--- src/uord_pkg.sv ---
// ----------------------------------------------------------------------------
// uord_pkg: shared types and constants for USB OTG role detection
// Mode, role and event codes, the per-tick state record, timer sizing.
// ----------------------------------------------------------------------------
`default_nettype none

package uord_pkg;

	localparam int TIMER_BITS = 16;
	localparam int CFG_W      = 16;
	localparam int IDX_W      = 2;

	localparam logic [TIMER_BITS-1:0] TIMER_MAX = '1;
	localparam logic [CFG_W-1:0]      DEB_RESET = CFG_W'(100);
	localparam logic [CFG_W-1:0]      STARTUP_DEB_RESET = CFG_W'(1500);

	typedef enum logic [2:0] {
		ST_UNKNOWN    = 3'd0,
		ST_DEVICE     = 3'd1,
		ST_HOST       = 3'd2,
		ST_DEB_DEVICE = 3'd3,
		ST_DEB_HOST   = 3'd4,
		ST_FAULT      = 3'd5
	} mode_t;

	typedef enum logic [1:0] {
		ROLE_NONE   = 2'd0,
		ROLE_DEVICE = 2'd1,
		ROLE_HOST   = 2'd2
	} role_t;

	typedef enum logic [1:0] {
		EV_OC_LOW = 2'd0,
		EV_ID_HI  = 2'd1,
		EV_ID_LOW = 2'd2,
		EV_EXPIRE = 2'd3
	} event_t;

	typedef enum logic [IDX_W-1:0] {
		REG_DEBOUNCE         = 2'd0,
		REG_STARTUP_DEBOUNCE = 2'd1,
		REG_OTG_ENABLED      = 2'd2
	} reg_idx_t;

	typedef struct packed {
		mode_t                 mode;
		logic [TIMER_BITS-1:0] cd;
		logic                  act;
		role_t                 role;
		logic                  sw;
	} step_t;

	// clamp a programmed duration to the timer range
	function automatic logic [TIMER_BITS-1:0] sat_dur(logic [CFG_W-1:0] d);
		logic [63:0] wide;
		wide = 64'(d);
		if (wide > 64'(TIMER_MAX))
			return TIMER_MAX;
		return TIMER_BITS'(wide);
	endfunction

endpackage

`default_nettype wire

--- src/usb_otg_role_detect.sv ---
// ----------------------------------------------------------------------------
// usb_otg_role_detect: OTG ID pin role detection with debounce
// Per millisecond tick: overcurrent, ID pin and timer expiry update the mode.
// ----------------------------------------------------------------------------
// One request in, one result out per tick. A tick is taken every clock cycle
// unless in_stall is high; it is held in the input register, the mode/timer/role
// update is combinational and lands in the result register, so throughput is
// one tick per cycle while the result register is not stalled.
// The input register holds a tick while the result register is stalled, so
// one more tick is taken while a result waits. Registers may be written only
// while no tick is in flight.
`default_nettype none

module usb_otg_role_detect
	import uord_pkg::*;
(
	input  wire logic             clk,
	input  wire logic             arst_n,
	input  wire logic             wr_en,
	input  wire logic [IDX_W-1:0] wr_index,
	input  wire logic [CFG_W-1:0] wr_data,
	input  wire logic             in_valid,
	output logic                  in_stall,
	input  wire logic             id_level,
	input  wire logic             oc_level,
	output logic                  out_valid,
	input  wire logic             out_stall,
	output logic [2:0]            fsm_state,
	output logic [1:0]            role,
	output logic                  role_switch,
	output logic                  fault
);

	logic [CFG_W-1:0] deb_q;
	logic [CFG_W-1:0] sdeb_q;
	logic             otg_q;

	logic valid_s1;
	logic id_s1;
	logic oc_s1;
	logic adv_s1;

	mode_t                 mode_q;
	logic [TIMER_BITS-1:0] cd_q;
	logic                  act_q;
	role_t                 role_q;

	logic  out_valid_q;
	step_t nxt;

	function automatic step_t enter(step_t s, mode_t m, logic otg);
		step_t r;
		role_t nr;
		r = s;
		if (m == s.mode)
			return r;
		r.mode = m;
		if (m == ST_DEVICE)
			nr = ROLE_DEVICE;
		else if (m == ST_HOST)
			nr = ROLE_HOST;
		else
			return r;
		if (nr != r.role) begin
			r.role = nr;
			if (otg)
				r.sw = 1'b1;
		end
		return r;
	endfunction

	function automatic step_t load(step_t s, logic [CFG_W-1:0] d);
		step_t r;
		r = s;
		r.cd = sat_dur(d);
		r.act = 1'b1;
		return r;
	endfunction

	function automatic step_t handle(step_t s, event_t ev, logic [CFG_W-1:0] deb,
			logic [CFG_W-1:0] sdeb, logic otg);
		step_t r;
		r = s;
		unique case (s.mode)
			ST_UNKNOWN: begin
				if (ev == EV_ID_LOW) begin
					r = load(enter(r, ST_DEB_HOST, otg), sdeb);
				end else if (ev == EV_ID_HI) begin
					r = load(enter(r, ST_DEB_DEVICE, otg), sdeb);
				end else if (ev == EV_OC_LOW) begin
					r = enter(load(r, deb), ST_FAULT, otg);
				end
			end
			ST_DEVICE: begin
				if (ev == EV_ID_LOW)
					r = load(enter(r, ST_DEB_HOST, otg), deb);
				else if (ev == EV_OC_LOW)
					r = enter(load(r, deb), ST_FAULT, otg);
			end
			ST_HOST: begin
				if (ev == EV_ID_HI)
					r = load(enter(r, ST_DEB_DEVICE, otg), deb);
				else if (ev == EV_OC_LOW)
					r = enter(load(r, deb), ST_FAULT, otg);
			end
			ST_DEB_DEVICE: begin
				if (ev == EV_ID_LOW) begin
					r = enter(r, ST_HOST, otg);
					r.cd = '0;
					r.act = 1'b0;
				end else if (ev == EV_EXPIRE) begin
					r = enter(r, ST_DEVICE, otg);
				end else if (ev == EV_OC_LOW) begin
					r = enter(load(r, deb), ST_FAULT, otg);
				end
			end
			ST_DEB_HOST: begin
				if (ev == EV_ID_HI) begin
					r = enter(r, ST_DEVICE, otg);
					r.cd = '0;
					r.act = 1'b0;
				end else if (ev == EV_EXPIRE) begin
					r = enter(r, ST_HOST, otg);
				end else if (ev == EV_OC_LOW) begin
					r = enter(load(r, deb), ST_FAULT, otg);
				end
			end
			ST_FAULT: begin
				if (ev == EV_OC_LOW)
					r = load(r, deb);
				else if (ev == EV_EXPIRE)
					r = enter(r, ST_HOST, otg);
			end
			default: begin
				r.mode = ST_UNKNOWN;
			end
		endcase
		return r;
	endfunction

	// register file
	always_ff @(posedge clk or negedge arst_n) begin
		if (!arst_n) begin
			deb_q  <= DEB_RESET;
			sdeb_q <= STARTUP_DEB_RESET;
			otg_q  <= 1'b1;
		end else if (wr_en) begin
			unique case (wr_index)
				REG_DEBOUNCE:         deb_q  <= wr_data;
				REG_STARTUP_DEBOUNCE: sdeb_q <= wr_data;
				REG_OTG_ENABLED:      otg_q  <= wr_data[0];
				default: ;
			endcase
		end
	end

	assign adv_s1   = valid_s1 && (!out_valid_q || !out_stall);
	assign in_stall = valid_s1 && !adv_s1;

	always_ff @(posedge clk or negedge arst_n) begin
		if (!arst_n) begin
			valid_s1 <= 1'b0;
		end else if (!in_stall) begin
			valid_s1 <= in_valid;
		end
	end

	always_ff @(posedge clk) begin
		if (in_valid && !in_stall) begin
			id_s1 <= id_level;
			oc_s1 <= oc_level;
		end
	end

	// one tick: timer decrement, overcurrent, ID pin, then expiry
	always_comb begin
		step_t s;
		s.mode = mode_q;
		s.cd   = cd_q;
		s.act  = act_q;
		s.role = role_q;
		s.sw   = 1'b0;
		if (s.act && (s.cd != '0))
			s.cd = s.cd - TIMER_BITS'(1);
		if (!oc_s1)
			s = handle(s, EV_OC_LOW, deb_q, sdeb_q, otg_q);
		s = handle(s, id_s1 ? EV_ID_HI : EV_ID_LOW, deb_q, sdeb_q, otg_q);
		if (s.act && (s.cd == '0)) begin
			s.act = 1'b0;
			s = handle(s, EV_EXPIRE, deb_q, sdeb_q, otg_q);
		end
		nxt = s;
	end

	always_ff @(posedge clk or negedge arst_n) begin
		if (!arst_n) begin
			mode_q <= ST_UNKNOWN;
			cd_q   <= '0;
			act_q  <= 1'b0;
			role_q <= ROLE_NONE;
		end else if (adv_s1) begin
			mode_q <= nxt.mode;
			cd_q   <= nxt.cd;
			act_q  <= nxt.act;
			role_q <= nxt.role;
		end
	end

	always_ff @(posedge clk or negedge arst_n) begin
		if (!arst_n) begin
			out_valid_q <= 1'b0;
		end else if (adv_s1) begin
			out_valid_q <= 1'b1;
		end else if (!out_stall) begin
			out_valid_q <= 1'b0;
		end
	end

	always_ff @(posedge clk) begin
		if (adv_s1) begin
			fsm_state   <= nxt.mode;
			role        <= nxt.role;
			role_switch <= nxt.sw;
			fault       <= (nxt.mode == ST_FAULT);
		end
	end

	assign out_valid = out_valid_q;

	a_idle_timer_zero: assert property (@(posedge clk) disable iff (!arst_n)
		!act_q |-> (cd_q == '0))
		else $error("idle timer holds a nonzero count");

	a_device_role: assert property (@(posedge clk) disable iff (!arst_n)
		(mode_q == ST_DEVICE) |-> (role_q == ROLE_DEVICE))
		else $error("device mode without device role");

	a_host_role: assert property (@(posedge clk) disable iff (!arst_n)
		(mode_q == ST_HOST) |-> (role_q == ROLE_HOST))
		else $error("host mode without host role");

	a_switch_has_role: assert property (@(posedge clk) disable iff (!arst_n)
		(out_valid_q && role_switch) |-> (role != ROLE_NONE) && otg_q)
		else $error("role switch flagged without a role");

	a_result_kept: assert property (@(posedge clk) disable iff (!arst_n)
		(valid_s1 && out_valid_q && out_stall) |=> valid_s1 && out_valid_q)
		else $error("tick dropped while result stalled");

endmodule

`default_nettype wire

--- config.mk ---
export PLATFORM = sky130hd
export DESIGN_NAME = usb_otg_role_detect
export DESIGN_NICKNAME = d
export VERILOG_FILES = /design/src/uord_pkg.sv /design/src/usb_otg_role_detect.sv
export SDC_FILE = /design/constraint.sdc
export NUM_CORES = 1
export LEC_CHECK = 0
export BUFFER_PORTS_ARGS = -buffer_cell sky130_fd_sc_hd__buf_2
export CAP_MARGIN = 20
export CORE_MARGIN = 4
export CORE_UTILIZATION = 54
export CTS_BUF_LIST = sky130_fd_sc_hd__clkbuf_4 sky130_fd_sc_hd__clkbuf_8
export CTS_CLUSTER_SIZE = 24
export DETAILED_ROUTE_END_ITERATION = 10
export GPL_TIMING_DRIVEN = 0
export HOLD_SLACK_MARGIN = 0.03
export PLACE_DENSITY = 0.82
export SLEW_MARGIN = 20
export SYNTH_ARGS = -nofsm -noshare
export SYNTH_HDL_FRONTEND = slang
export SYNTH_SLANG_ARGS = --single-unit
--- constraint.sdc ---
create_clock -name clk -period 4.6 [get_ports clk]
set_input_delay 1.38 -clock clk [delete_from_list [all_inputs] [get_ports clk]]
set_output_delay 1.38 -clock clk [all_outputs]
set_load 0.1 [all_outputs]
* After elaboration in Yosys (flattened, before gate mapping)
Index checks and enable logic that the tools add are counted.
** Word-level totals
- Register bits :: 66
- Bits of input ports :: 25
- Output and inout bits :: 9
- Logic and storage cells :: 329
** Operators by class
- Add/subtract/negate cells :: 1
- Equal/unequal tests :: 40
- Multiplexer cells :: 252
- Reduce and logical (&&, ||, !) cells :: 21
** Operator list (number)
- $mux 23 :: 55
- $pmux 20 s6 :: 2
- $mux 1 :: 138
- $mux 3 :: 24
- $pmux 20 s3 :: 1
- $mux 2 :: 28
- $pmux 3 s6 :: 2
- $eq 3x3->1 const B :: 7
- $eq 3x2->1 const B :: 6
- $logic_not 16->1 :: 1
- $mux 16 :: 1
- $ne 2x2->1 :: 8
- $reduce_bool 16->1 :: 1
- $sub 16x1->16 const B :: 1
- $pmux 3 s4 :: 1
- $eq 2x3->1 const A :: 3
- $eq 3x1->1 const B :: 3
- $eq 3x3->1 const A :: 3
- $logic_not 3->1 :: 3
- $eq 1x3->1 const A :: 2
- $eq 2x2->1 const B :: 3
- $reduce_and 2->1 :: 3
- $logic_and 1x1->1 :: 5
- $eq 2x1->1 const B :: 2
- 6 further kinds :: 11

* Longest topological paths before layout
Gate-level depths: netlist of run 1.
- Depth after elaboration :: 42
- Depth in mapped cells :: 12
- Depth with buffers taken out :: 10

* Worst setup path after synthesis of run 1
No wires, ideal clock.
- Kind :: register to register
- Start :: register cd_q[4]
- End :: register fsm_state[1], data pin
- Setup time :: 0.261 ns
- Arrival :: 3.332 ns
- Required time :: 4.339 ns
- Path slack :: 1.007 ns
- Stages on the path, launching flop included :: 11
- Buffers on the path :: 2
- Clock period less this slack :: 3.593 ns
- Path through :: dfrtp_1 > or4_1 > buf_6 > or3_4 > o21ai_2 > a31oi_1 > or4_1 > or4_1 > buf_6 > mux2i_1 > o32a_1
** RTL lines
- start, declared :: RTL line usb_otg_role_detect.sv:44 : logic [TIMER_BITS-1:0] cd_q;
- start signal, assigned :: RTL line usb_otg_role_detect.sv:203 : cd_q <= nxt.cd;
- end signal, assigned :: RTL line usb_otg_role_detect.sv:221 : fsm_state <= nxt.mode;
- end, declared :: RTL line usb_otg_role_detect.sv:28 : output logic [2:0] fsm_state,

==> key figures, run 1 <==
Clock network
  – CTS tree: built
  – Clock root buffer: clkbuf_8
  – Max Buffers Root-to-Sink: 2
  – Post-CTS Resized: 0
  – Clock transition at path regs: 70 ps
  – CTS H-tree depth: 3
  – Worst skew pair latency: 350 ps
  – Setup Fix Bufs, Post-CTS: 0
  – CTS Hold Bufs: 0
  – Num CTS Buffers: 9
  – Sink Count: 66

Global routing
  – Vias in the first global route: 3275
  – Pin count of the biggest net entering global routing: 58
  – Initial antenna violation count: 0
  – First-pass GRT wire length: 17100 µm
  – GR Overflow Total: 0
  – GRT Util Overall: 0.253

Cells and area
  – Fraction of layout cells with a size suffix above 1: 0.251
  – Filler Cell Count: 554
  – Multi-input logic area: 1990 µm²
  – Ant diodes: 0
  – Area delta synth->final: 14.1%
  – FF/Latch Area: 1710 µm²
  – Nets@finish: 456

Floorplan
  – Core Box Area: 6870 µm²
  – Die Wd: 92.5 µm
  – # rows: 30
  – DIE HEIGHT: 92.5 µm
  – Initial core utilization: 0.562
  – Die area: 8560 µm²
  – Ports: 34

Yosys
  – Post-synthesis async set-or-reset flop share: 0.864
  – Post-Syn Nets: 412
  – Mapped Area: 3860 µm²
  – Number of synthesis warnings: 0
  – Mapped Cells: 385
  – Synth top area share: 0.298
  – Post-synth EDFFs: 9
  – Dominant cell type by area after synthesis: dfrtp_1
  – Synth area leaders: dfrtp_1, mux2_2, dfstp_2
  – Distinct cell type count after synthesis: 68
  – Synth Area per Inst: 10.0 µm²
  – Main synth FF type: dfrtp_1
  – Count leader, synth: dfrtp_1
  – Yosys reg bits: 66
  – Register area share after synthesis: 0.443
  – Post-synth top cells: dfrtp_1, mux2_2, nand2_1, o21ai_0, clkbuf_1

Critical path
  – Worst EP required: 4690 ps
  – CP delay by family, top: simple AND/OR/NAND/NOR gates
  – Crit path DAT: 4270 ps
  – Startpoint types: flip-flop
  – Critical Path End Type: flip-flop
  – Setup CP Type: reg -> reg
  – CP max stage delay: 600 ps
  – CP max FO: 9
  – Worst path cell trace: clkbuf_1 -> a21oi_1 -> or3_1 -> clkbuf_1 -> a222oi_1 -> o21ai_0 -> or4_1 -> or4_1 -> buf_6 -> mux2i_1 -> o32a_1
  – Critical Path Slowest Stage Cell: or4_1
  – Buf/Inv on CP: 3

STA
  – Worst-Margin Slew: 1030 ps
  – Tmin final: 4180 ps
  – RSZ-0062 raised after global routing: no
  – Worst hold margin: 510 ps
  – Fmax: 0.239 GHz
  – Max-slew violations: 0
  – Finish-stage setup viols: 0
  – Final setup TNS: 0 ps
  – Clk_skew: 8.01 ps
  – Final hold violation count: 0
  – Slew headroom: 0.310
  – Final WS setup: 425 ps
  – Tcrit/Tclk final: 0.908

Placement
  – Final Wtd Congestion: 0.983
  – Post-Place Worst Slack: 540 ps
  – DP HPWL: 7410 µm
  – Port buffer count: 33

Job
  – Max-cap violation count: 0

Routing
  – 1st-pass router iterations: 5
  – Final wirelength: 10300 µm
  – Via/cell ratio: 6.53
  – # DRC: 0
  – Final antenna-violating net count: 0
  – Drt wl/cell: 19.5 µm
  – Vias post-DR: 3463
  – Starting DRT DRC Count: 434

Power and ir drop
  – Pwr dens: 609 nW/µm²
  – LEAKAGE: 1.77 nW
  – Peak supply drop: 0.311 mV

Hold path
  – Min-delay worst type: reg -> reg

Outcome
  – Status: completed
-- kinds of logic (layout without fill, tap and decap cells) --
logic type      count (synthesis)  count (layout)  share of synthesized area
simple gates                  130             130                      0.196
mux                            35              35                      0.102
flops                          66              66                      0.443
fa+ha+maj                       2               2                    0.00649
buf+inv                        37              86                     0.0412
compound gates                115             115                      0.211
-- flip-flops by register name, indices dropped and copies added, names as in the netlist --
| name | flops |
|---|---|
| oc_s1 | 1 |
| otg_q | 1 |
| act_q | 1 |
| valid_s1 | 1 |
| cd_q | 16 |
| sdeb_q | 16 |
| role_switch | 1 |
| role | 2 |
| mode_q | 3 |
| role_q | 2 |
| fsm_state | 3 |
| fault | 1 |
| deb_q | 16 |
| id_s1 | 1 |
| out_valid | 1 |
-- where the power goes --
group          total, mW  switching [mW]  internal (mW)  leakage [nW]
Combinational       1.13           0.730          0.396         0.891
Clock              0.624           0.228          0.396         0.131
Sequential         0.929           0.158          0.771         0.749
Total               2.68            1.12           1.56          1.77
-- stage by stage --
step                cells  power (mW)  utilization  area [µm²]
global route          530        2.83        0.641        4400
global placement      514        2.00        0.603        4140
detailed placement    514        2.03        0.603        4150
finish                530        2.68        0.641        4400
CTS                   530        2.65        0.641        4400
floorplan             385        1.73            -        3860
-- routing by layer --
layer | wire length [µm] | track usage | part of all wire | up-vias
met1 | 4570 | 0.369 | 0.44 | 1686
met5 | 0 | 0 | 0 | -
met4 | 261 | 0.0965 | 0.025 | 0
met2 | 4760 | 0.373 | 0.46 | 179
li1 | - | - | - | 1576
met3 | 726 | 0.0487 | 0.070 | 22
-- path summary, 6_finish.rpt --
kind	startpoint	endpoint	slack, ps	cells after the start
max in group asynchronous	arst_n	sdeb_q[15]	3030	1
setup / recovery	mode_q[2]	fsm_state[1]	420	11
hold reg to reg	sdeb_q[13]	sdeb_q[13]	510	1
hold / removal	sdeb_q[13]	sdeb_q[13]	510	1
setup reg to reg	mode_q[2]	fsm_state[1]	420	11
min in group asynchronous	arst_n	role_q[0]	1070	1
-- worst reg2reg max path: cells and delay by family, from the launching register on --
family	cells	cell delay, ps
flops	1	350
simple gates	3	1520
buf+inv	3	730
compound gates	4	1200
mux	1	130
-- placed cells by master, fill, tap and decap left out, types with 8 or more instances in the layout --
master,count
nor2_1,13
clkbuf_8,11
o21ai_0,32
dfrtp_1,46
or4_1,14
nand2_1,33
nor4_1,8
clkbuf_1,20
dfstp_2,11
inv_1,12
edfxtp_1,9
nor3_1,8
a22oi_1,9
nand3_1,11
buf_2,33
mux2_2,33
a21oi_1,12
-- final cells by class --
cell class,instances,area share
Buffer,25,0.0259
Clock buffer,12,0.0361
Clock inverter,4,0.0219
Inverter,12,0.0102
Multi-Input combinational cell,282,0.452
Sequential cell,66,0.389
Tap cell,96,0.0273
Timing Repair Buffer,33,0.0381
(Power assumes the default switching activity.)
==> run 2: changes to the inputs <==
Settings changed: BUFFER_PORTS_ARGS -buffer_cell sky130_fd_sc_hd__buf_2 to not set, CORE_MARGIN 4 to not set, DONT_BUFFER_PORTS set to 1, PLACE_DENSITY 0.82 to 0.78.
==> key figures, run 2 (same netlist as run 1, synthesis figures left out) <==
Placement
  – Final Wtd Congestion: 0.917 (was 0.983)
  – DP HPWL: 7030 µm (was 7410 µm)
  – Port buffer count: 0 (was 33)
  – Placed Instances: 481 (was 514)

Power and ir drop
  – Reg power frac: 0.397 (was 0.347)
  – Clock share of power: 0.215 (was 0.233)
  – Peak supply drop: 0.319 mV (was 0.311 mV)
  – Sw Ratio: 0.430 (was 0.416)
  – Internal power: 1.46 mW (was 1.56 mW)
  – Pwr dens: 612 nW/µm² (was 609 nW/µm²)
  – LEAKAGE: 1.62 nW (was 1.77 nW)
  – Combinational share of power: 0.388 (was 0.420)
  – Psw: 1.11 mW (was 1.12 mW)

Floorplan
  – Ports: 34 (unchanged)
  – DIE HEIGHT: 86.5 µm (was 92.5 µm)
  – Die area: 7490 µm² (was 8560 µm²)
  – Die Wd: 86.5 µm (was 92.5 µm)
  – Initial core utilization: 0.565 (was 0.562)
  – Core Box Area: 6830 µm² (was 6870 µm²)
  – # rows: 30 (unchanged)

Cells and area
  – Ant diodes: 0 (unchanged)
  – Area delta synth->final: 8.86% (was 14.1%)
  – Fraction of layout cells with a size suffix above 1: 0.190 (was 0.251)
  – Finished Layout Cells: 497 (was 530)
  – Nets@finish: 423 (was 456)
  – Largest regs: cd_q: 16 flops, deb_q: 16 flops, sdeb_q: 16 flops (unchanged)
  – Commonest non-fill, non-tap cell in the layout: dfrtp_1 (unchanged)
  – Commonest non-fill, non-tap cells in the layout: dfrtp_1, nand2_1, mux2_2 (was dfrtp_1, nand2_1, buf_2, mux2_2, o21ai_0)

STA
  – Finish-stage setup viols: 0 (unchanged)
  – Final hold violation count: 0 (unchanged)
  – Worst-Margin Slew: 1020 ps (was 1030 ps)
  – Final setup TNS: 0 ps (unchanged)
  – Max-slew violations: 0 (unchanged)
  – Tmin final: 4110 ps (was 4180 ps)
  – Fmax: 0.243 GHz (was 0.239 GHz)
  – Clk_skew: 12.1 ps (was 8.01 ps)
  – Slew headroom: 0.319 (was 0.310)
  – Tcrit/Tclk final: 0.894 (was 0.908)
  – RSZ-0062 raised after global routing: no (unchanged)

Global routing
  – Initial antenna violation count: 0 (unchanged)
  – Pin count of the biggest net entering global routing: 58 (unchanged)
  – Vias in the first global route: 3169 (was 3275)
  – First-pass GRT wire length: 16100 µm (was 17100 µm)
  – GRT Util Overall: 0.287 (was 0.253)
  – GR Overflow Total: 0 (unchanged)

Critical path
  – CP max FO: 9 (unchanged)
  – Critical Path Slowest Stage Cell: nor4_1 (was or4_1)
  – Buf/Inv on CP: 1 (was 3)
  – CP most frequent cell: or4_1
  – CP max stage delay: 710 ps (was 600 ps)
  – Critical Path End Type: flip-flop (unchanged)
  – Setup CP Type: reg -> reg (unchanged)
  – Worst EP required: 4710 ps (was 4690 ps)
  – Crit path DAT: 4230 ps (was 4270 ps)
  – R2r startpoint: cd_q[5] (was mode_q[2])
  – CP delay by family, top: simple AND/OR/NAND/NOR gates (unchanged)
  – Startpoint types: flip-flop (unchanged)
  – Worst path cell trace: nor4_1 -> nand3_1 -> o41ai_1 -> a31oi_1 -> or4_1 -> or4_1 -> buf_6 -> mux2i_1 -> o32a_1 (was clkbuf_1 -> a21oi_1 -> or3_1 -> clkbuf_1 -> a222oi_1 -> o21ai_0 -> or4_1 -> or4_1 -> buf_6 -> mux2i_1 -> o32a_1)
  – Setup crit start: cd_q[5] (was mode_q[2])

Routing
  – Max Used Layer: met4 (unchanged)
  – M1 wire length: 4320 µm (was 4570 µm)
  – 1st-pass router iterations: 5 (unchanged)
  – Vias post-DR: 3308 (was 3463)
  – Starting DRT DRC Count: 451 (was 434)
  – Final wirelength: 9830 µm (was 10300 µm)
  – Routed met3 length: 826 µm (was 726 µm)
  – WL met2: 4450 µm (was 4760 µm)
  – Final antenna-violating net count: 0 (unchanged)
  – # DRC: 0 (unchanged)
  – Via/cell ratio: 6.66 (was 6.53)
  – Drt wl/cell: 19.8 µm (was 19.5 µm)

Clock network
  – Max Buffers Root-to-Sink: 2 (unchanged)
  – CTS Hold Bufs: 0 (unchanged)
  – Setup Fix Bufs, Post-CTS: 0 (unchanged)
  – Sink Count: 66 (unchanged)
  – Clock transition at path regs: 80 ps (was 70 ps)
  – CTS H-tree depth: 3 (unchanged)
  – Worst skew pair latency: 360 ps (was 350 ps)
  – CTS tree: built (unchanged)
  – Clock root buffer: clkbuf_8 (unchanged)
  – Post-CTS Resized: 0 (unchanged)
  – Num CTS Buffers: 9 (unchanged)

Hold path
  – HP Start: valid_s1 (was sdeb_q[13])
  – Min-delay worst type: reg -> reg (unchanged)

Outcome
  – Status: completed (unchanged)

Job
  – Max-cap violation count: 0 (unchanged)
[run 2: power groups by stage]
stage	clock network, mW	registers, mW	logic (mW)
CTS	0.556	1.01	0.968
global placement	0	1.02	0.949
detailed placement	0	1.02	0.963
finish	0.553	1.02	0.996
global route	0.581	1.04	1.09
floorplan	0	0.975	0.752
[run 2: stage by stage]
step | cell area (µm²) | setup slack (ps) | hold slack [ps] | util | power, mW
after floorplan | 3860 | 1010 | 457 | - | 1.73
after global placement | 3980 | 606 | 473 | 0.582 | 1.96
after detailed placement | 3980 | 619 | 477 | 0.582 | 1.99
after CTS | 4200 | 589 | 496 | 0.615 | 2.54
after global routing | 4200 | 350 | 523 | 0.615 | 2.71
final | 4200 | 486 | 495 | 0.615 | 2.57
[run 2: worst paths after layout]
check	endpoint	slack, ps	cells past startpoint
max	fsm_state[1]	490	9
min	out_valid	490	1
max reg2reg	fsm_state[1]	490	9
max in group asynchronous	otg_q	3670	0
min reg2reg	out_valid	490	1
min in group asynchronous	role_q[0]	710	0
[run 2: layer usage]
metal	global-route usage	vias up
li1	-	1517
met1	0.401	1595
met2	0.426	171
met3	0.0743	25
met4	0.121	0
met5	0	-
[run 2: layout make-up]
| cell class | instances | area, µm² |
|---|---|---|
| plain buffers | 25 | 114 |
| clock buffers | 10 | 131 |
| clock inverters | 6 | 90.1 |
| fillers | 579 | 2630 |
| inverters | 12 | 45.0 |
| multi-input cells | 282 | 1990 |
| flip-flops and latches | 66 | 1710 |
| well taps | 96 | 120 |
